[src/rtl/fpccs_pkg.sv]
// Shared types and constants of the four-point cell color sampler.
`default_nettype none
package fpccs_pkg;

    localparam int DEF_MAX_IMAGE_WIDTH  = 128;
    localparam int DEF_MAX_IMAGE_HEIGHT = 128;

    localparam int PIXEL_W   = 24;
    localparam int MUL_OP_W  = 11;
    localparam int MUL_ADD_W = 21;
    localparam int MUL_RES_W = 24;

    // configuration register indexes
    localparam logic [2:0] REG_CELL_SIZE    = 3'd0;
    localparam logic [2:0] REG_ORIGIN_X     = 3'd1;
    localparam logic [2:0] REG_ORIGIN_Y     = 3'd2;
    localparam logic [2:0] REG_IMAGE_WIDTH  = 3'd3;
    localparam logic [2:0] REG_IMAGE_HEIGHT = 3'd4;
    localparam logic [2:0] REG_GRID_WIDTH   = 3'd5;

    // command codes
    localparam logic CMD_STORE  = 1'b0;
    localparam logic CMD_SAMPLE = 1'b1;

    // one multiply-add request: a * b + c
    typedef struct packed {
        logic [MUL_OP_W-1:0]         a;
        logic [MUL_OP_W-1:0]         b;
        logic signed [MUL_ADD_W-1:0] c;
    } mul_req_t;

endpackage
`default_nettype wire

[src/rtl/fpccs_mul_unit.sv]
// Shared multiply-add unit, one registered a * b + c per cycle.
`default_nettype none
module fpccs_mul_unit (
    input  wire logic                                clk,
    input  wire fpccs_pkg::mul_req_t                 req,
    output logic signed [fpccs_pkg::MUL_RES_W-1:0]   result
);
    import fpccs_pkg::*;

    logic [2*MUL_OP_W-1:0]        prod;
    logic signed [MUL_RES_W-1:0]  result_reg;
    logic signed [MUL_RES_W-1:0]  result_next;

    always_comb
    begin
        prod        = req.a * req.b;
        result_next = $signed({{(MUL_RES_W-2*MUL_OP_W){1'b0}}, prod})
                    + $signed({{(MUL_RES_W-MUL_ADD_W){req.c[MUL_ADD_W-1]}}, req.c});
    end

    always_ff @(posedge clk)
    begin
        result_reg <= result_next;
    end

    assign result = result_reg;

endmodule
`default_nettype wire

[config.mk]
export PLATFORM = sky130hd
export DESIGN_NAME = fpccs_mul_unit
export DESIGN_NICKNAME = d
export VERILOG_FILES = /design/src/rtl/fpccs_pkg.sv /design/src/rtl/fpccs_mul_unit.sv
export SDC_FILE = /design/constraint.sdc
export NUM_CORES = 1
export LEC_CHECK = 0
export BUFFER_PORTS_ARGS = -buffer_cell sky130_fd_sc_hd__clkbuf_2
export CELL_PAD_IN_SITES_DETAIL_PLACEMENT = 1
export CELL_PAD_IN_SITES_GLOBAL_PLACEMENT = 1
export CORE_ASPECT_RATIO = 1.25
export CORE_UTILIZATION = 39
export DETAILED_ROUTE_END_ITERATION = 6
export GPL_ROUTABILITY_DRIVEN = 0
export PLACE_DENSITY = 0.73
export SLEW_MARGIN = 10
export SYNTH_ARGS = -nofsm -noshare
export SYNTH_HDL_FRONTEND = slang
export SYNTH_SLANG_ARGS = --single-unit
[constraint.sdc]
create_clock -name clk -period 10.01 [get_ports clk]
set_input_delay 1.001 -clock clk [delete_from_list [all_inputs] [get_ports clk]]
set_output_delay 1.001 -clock clk [all_outputs]
set_load 0.02 [all_outputs]
==> results of run 1 <==
## per-layer routing
metal	part of all wire, %	vias up	track usage (%)	wire length [um]
met5	0	-	0	0
met4	1.7	0	5.04	245
met3	2.6	17	1.58	381
met2	57	89	40.2	8190
met1	39	2369	21.7	5570
li1	-	2260	-	-
## worst max-delay path, stage by stage
cell	delay, ps
clkbuf_2	200
and2_1	230
fa_1	510
fa_1	550
fa_1	520
fa_1	540
inv_1	60
fa_1	530
inv_1	40
ha_1	420
a21oi_1	230
nor2b_1	70
o21ai_0	130
o21ai_0	120
a211oi_1	460
o21ai_0	200
xor2_1	180
ha_1	420
nand2_1	130
nor2_1	160
nand3_1	170
nor4b_2	340
a211oi_2	80
xnor2_1	130
## logic make-up (layout without fill, tap and decap cells)
group	Yosys count	in the layout
xor gates and xnor gates	36	36
adders and majority gates	165	165
DFF	24	24
AOI/OAI and AO/OA	119	119
and+or+nand+nor	192	192
buffers and inverters	142	181
## cells in the final DEF (no fill, tap or decap), types with 10 or more instances in the layout
cell | synthesis | final
a21oi_1 | 34 | 34
o21ai_0 | 17 | 17
o21a_1 | 10 | 10
fa_1 | 81 | 81
dfxtp_1 | 24 | 24
and2_1 | 70 | 70
clkbuf_2 | 0 | 67
nand2_1 | 74 | 74
a21o_1 | 17 | 17
nor2_1 | 19 | 19
inv_1 | 111 | 111
xnor2_1 | 22 | 22
ha_1 | 84 | 84
xor2_1 | 14 | 14
## worst max path at each step
stage	from	end	slack [ps]	cells after the start
after floorplan	req[25]	result[23]	3060	25
after global placement	req[26]	result[23]	2610	24
after detailed placement	req[26]	result[23]	2500	24
after CTS	req[26]	result[23]	2750	24
after global routing	req[38]	result[23]	2400	24
final	req[26]	result[23]	2730	24
## per-stage QoR
stage               setup WS, ps  instance area, sq um  instances  utilization, %  hold slack, ps
floorplan                   3060                  5750        678               -            1100
global placement            2610                  6190        892            43.0            1230
detailed placement          2500                  6190        892            43.0            1240
CTS                         2750                  6270        895            43.5             975
global route                2400                  6270        895            43.5             988
finish                      2730                  6270        895            43.5             978
## area by class of cell
type / instances / area [sq um]
Tap cell: 178 / 223
Timing Repair Buffer: 67 / 335
Sequential cell: 24 / 480
Inverter: 111 / 417
Multi-Input combinational cell: 512 / 4740
Fill cell: 1753 / 8140
Clock buffer: 3 / 75.1
==> impl_metrics.ini, run 1 <==
[global_routing]
grt.total_usage_pct = 19.7
grt_pass1_vias = 5195
grt_pass1_wl_mm = 24.3
antenna_found_initial = 0
grt_overflow_total = 0
grt_max_degree = 13

[detailed_routing]
wl_mm = 14.4
first_pass_iters = 4
viasPerCell = 5.29
drc = 0
antenna_left = 0
post_drt_wl_per_cell_um = 16.1
vias = 4735
drtIter0Drc = 152

[clock_tree]
cts_hold_buf = 0
clock_sinks = 24
numCtsBuffers = 3
htreeDepth = 1
cts_tree = done
cts.reportedPaths.clkPinSlew_ps = 60
clock_path_buffers = 2
cts_resized = 0
post-cts-setup-buffer-count = 0
cts_root_buf = clkbuf_16

[logic_synthesis]
seq_area_frac_synth_pct = 8.35
synth_common_cells = inv_1 (111), ha_1 (84), fa_1 (81)
syn_avg_cell_area_sq_um = 8.49
synthAdderAreaFrac_pct = 46.4
synth-edff-count = 0
synth_top_cells_by_area = fa_1 (28%), ha_1 (18%), dfxtp_1 (8.3%)
synth_area_sq_mm = 0.00575
ys.flop_type = dfxtp_1
yosysWarningCount = 0
synth-async-reset-ratio_pct = 0
synth-xor-area-share_pct = 5.48
synth_compound_area_share_pct = 13.6
synth.largest_area_cell = fa_1
synth.most_common_cell = inv_1
yosys_register_bits = 24
synth_nets = 887
ys_types = 46
synth_top_area_share_pct = 28.2
synthMuxAreaShare_pct = 0
synthSimpleGateAreaFrac_pct = 16.8
synth_top_family_by_area = adder cells
syn_inst = 678

[critical_path]
critPathArrivalTime_ps = 7420
path_max_fanout = 11
start_kind = input port
crit_required_ps = 10150
crit_type = input port to register
worstSetupEndpointType = register

[floorplan]
rows = 49
die_width_um = 111
dieArea_sq_mm = 0.0152
start_util_pct = 39.9
die_h_um = 138
pin_count = 68
design.core.area_sq_mm = 0.0144

[cells_and_area]
antenna_cells = 0
largest_reg_flops = 24
area_growth_pct = 8.91
drive_gt1_share_pct = 10.5
finalNetCount = 928

[hold_path]
whs_path_depth = 2
hold_start = req[0]
hp-class = input port to register
holdPathEnd = result[0]

[outcome]
status = finished, final reports clean

[placement]
dpl.hpwl_mm = 12.6
io_buffers = 67

[sta]
setup_viol = 0
tightest_slew_ps = 801
final_hold_viol_count = 0
fmax_mhz = 137
slew_headroom_pct = 45.2
tns_ps = 0
slew_violations = 0
layout_min_cycle_time_ps = 7280
rsz0062_at_grt = false
period_share_pct = 72.7

[run]
drv_cap = 0
Power of run 1 is not shown: default switching activity piles up to over one toggle a cycle in this logic, so the estimate is an artifact.
==> run 2: changes to the inputs <==
Settings changed: ABC_AREA from default to 1, PLACE_DENSITY 0.73 to 0.76.
Clock period 10.01 ns to 7.65 ns, I/O delays scaled along.
==> run 2 against run 1 <==
Routed wire length rose by 23%. Hold slack worse by 250 ps. First-iteration DRC count is 5.3% lower. Flip-flop and latch count stayed put. Critical path depth increased by 2. Final cell count is 41% higher. Final area up 14%. Count of clock-buffer cells in the layout rose by 1. Via count increased by 25%. Worst setup slack worse by 1400 ps. Critical path type unchanged.
==> impl_metrics.ini, run 2 <==
[logic_synthesis]
yosysWarningCount = 0
synth.most_common_cell = nand2_1
synth_top_area_share_pct = 24.9
syn_inst = 995
synth_common_cells = nand2_1 (349), inv_1 (270), ha_1 (84)
synth_nets = 1204
ys.flop_type = dfxtp_1
synth-edff-count = 0
synth-async-reset-ratio_pct = 0
yosys_register_bits = 24
synth_area_sq_mm = 0.00651
synth.largest_area_cell = fa_1
syn_avg_cell_area_sq_um = 6.54
seq_area_frac_synth_pct = 7.38
synth_top_cells_by_area = fa_1 (25%), nand2_1 (20%), ha_1 (16%)
ys_types = 22

[floorplan]
die_width_um = 118
die_h_um = 146
rows = 52
dieArea_sq_mm = 0.0172
start_util_pct = 40.0
pin_count = 68
design.core.area_sq_mm = 0.0163

[cells_and_area]
fin_area_sq_mm = 0.00712
layout_common_cells = nand2_1 (349), inv_1 (270), ha_1 (84), fa_1 (81), clkbuf_2 (67)
final_common_cell = nand2_1
nFillCells = 2239
drive_gt1_share_pct = 8.91
stdcell_count = 1260
finalNetCount = 1254
area_growth_pct = 9.40
antenna_cells = 0
largest_reg_flops = 24

[sta]
rsz0062_at_grt = false
slew_headroom_pct = 77.5
slew_violations = 0
tns_ps = 0
setup_viol = 0
final_hold_viol_count = 0
tightest_slew_ps = 338
layout_min_cycle_time_ps = 6290
period_share_pct = 82.3
fmax_mhz = 159

[detailed_routing]
wl_mm = 17.7
vias = 5897
viasPerCell = 4.68
drc = 0
post_drt_wl_per_cell_um = 14.0
drtIter0Drc = 144
antenna_left = 0
first_pass_iters = 4

[outcome]
status = finished, final reports clean

[hold_path]
hold_start = req[0]
holdPathEnd = result[0]
whs_path_depth = 2
hp-class = input port to register

[clock_tree]
numCtsBuffers = 3
cts_resized = 0
clock_sinks = 24
cts_root_buf = clkbuf_16
cts_hold_buf = 0
clock_path_buffers = 2
htreeDepth = 1
cts_tree = done
post-cts-setup-buffer-count = 0
cts.reportedPaths.clkPinSlew_ps = 60

[critical_path]
start_kind = input port
critPathArrivalTime_ps = 6460
crit_type = input port to register
crit_required_ps = 7810
worstSetupEndpointType = register
path_max_fanout = 11

[global_routing]
antenna_found_initial = 0
grt_pass1_vias = 6419
grt_max_degree = 14
grt.total_usage_pct = 21.8
grt_overflow_total = 0
grt_pass1_wl_mm = 30.1

[placement]
dp.cells = 1256
dpl.hpwl_mm = 15.9
postPlaceCellArea_sq_mm = 0.00703
io_buffers = 67

[run]
drv_cap = 0
## run 2: cell count changes after synthesis, sizes merged, moves of 6 or more
cell	change
and2	-67
a211oi	-8
o21a	-10
a21o	-17
xnor2	-19
o21bai	-7
inv	+159
nand3	+33
nor2	+24
o21ai	-14
nand2	+283
xor2	+6
## run 2: critical path, cell delays in order
cell and delay, ps:
clkbuf_2 250, nand2_1 130, fa_1 530, fa_1 570, inv_1 60, fa_1 500
fa_1 540, inv_1 50, fa_1 520, inv_1 40, ha_1 340, nand2_1 120
nor2_1 170, nand3_1 120, nand3_2 130, nand2_1 80, nand3_1 70, nand2_1 70
ha_1 410, nand2_1 150, nor2_1 230, inv_1 100, nor3_1 200, nand2_1 160
nand3_1 100, nand2_1 50
## run 2: layout make-up
cell class	count	area, sq um	area share [%]
multi-input cells	679	4930	69.3
inverters	270	1010	14.2
flip-flops and latches	24	480	6.75
repair buffers	67	335	4.71
well taps	216	270	3.80
clock buffers	4	88.8	1.25
## run 2: worst max path at each step
stage / from / endpoint / slack, ps
2_1_floorplan: req[32] / result[22] / 1800
6_report: req[32] / result[18] / 1360
3_3_place_gp: req[32] / result[18] / 1240
4_1_cts: req[32] / result[18] / 1290
5_1_grt: req[32] / result[18] / 960
3_5_place_dp: req[32] / result[18] / 1020
## run 2: per-layer routing
layer / part of all wire (%) / track usage [%] / wire (um) / vias up
met5: 0 / 0 / 0 / -
met4: 2.0 / 6.47 / 359 / 0
met3: 1.5 / 0.781 / 259 / 20
met2: 55 / 44.3 / 9680 / 83
met1: 42 / 24.0 / 7360 / 2810
li1: - / - / - / 2984
## run 2: kinds of logic (layout without fill, tap and decap cells)
group | after synthesis | in the layout | synth area share (%)
compound gates | 37 | 37 | 2.85
fa+ha+maj | 165 | 165 | 41.1
buf+inv | 292 | 341 | 16.8
simple gates | 454 | 454 | 28.8
xor+xnor | 23 | 23 | 3.10
flops | 24 | 24 | 7.38
## run 2: through the flow
stage / utilization (%) / setup slack [ps] / hold slack [ps]
2_1_floorplan: - / 1800 / 895
3_3_place_gp: 43.2 / 1240 / 988
3_5_place_dp: 43.2 / 1020 / 996
4_1_cts: 43.8 / 1290 / 725
5_1_grt: 43.8 / 955 / 736
6_report: 43.8 / 1360 / 725
Power of run 2 is left out for the same reason.
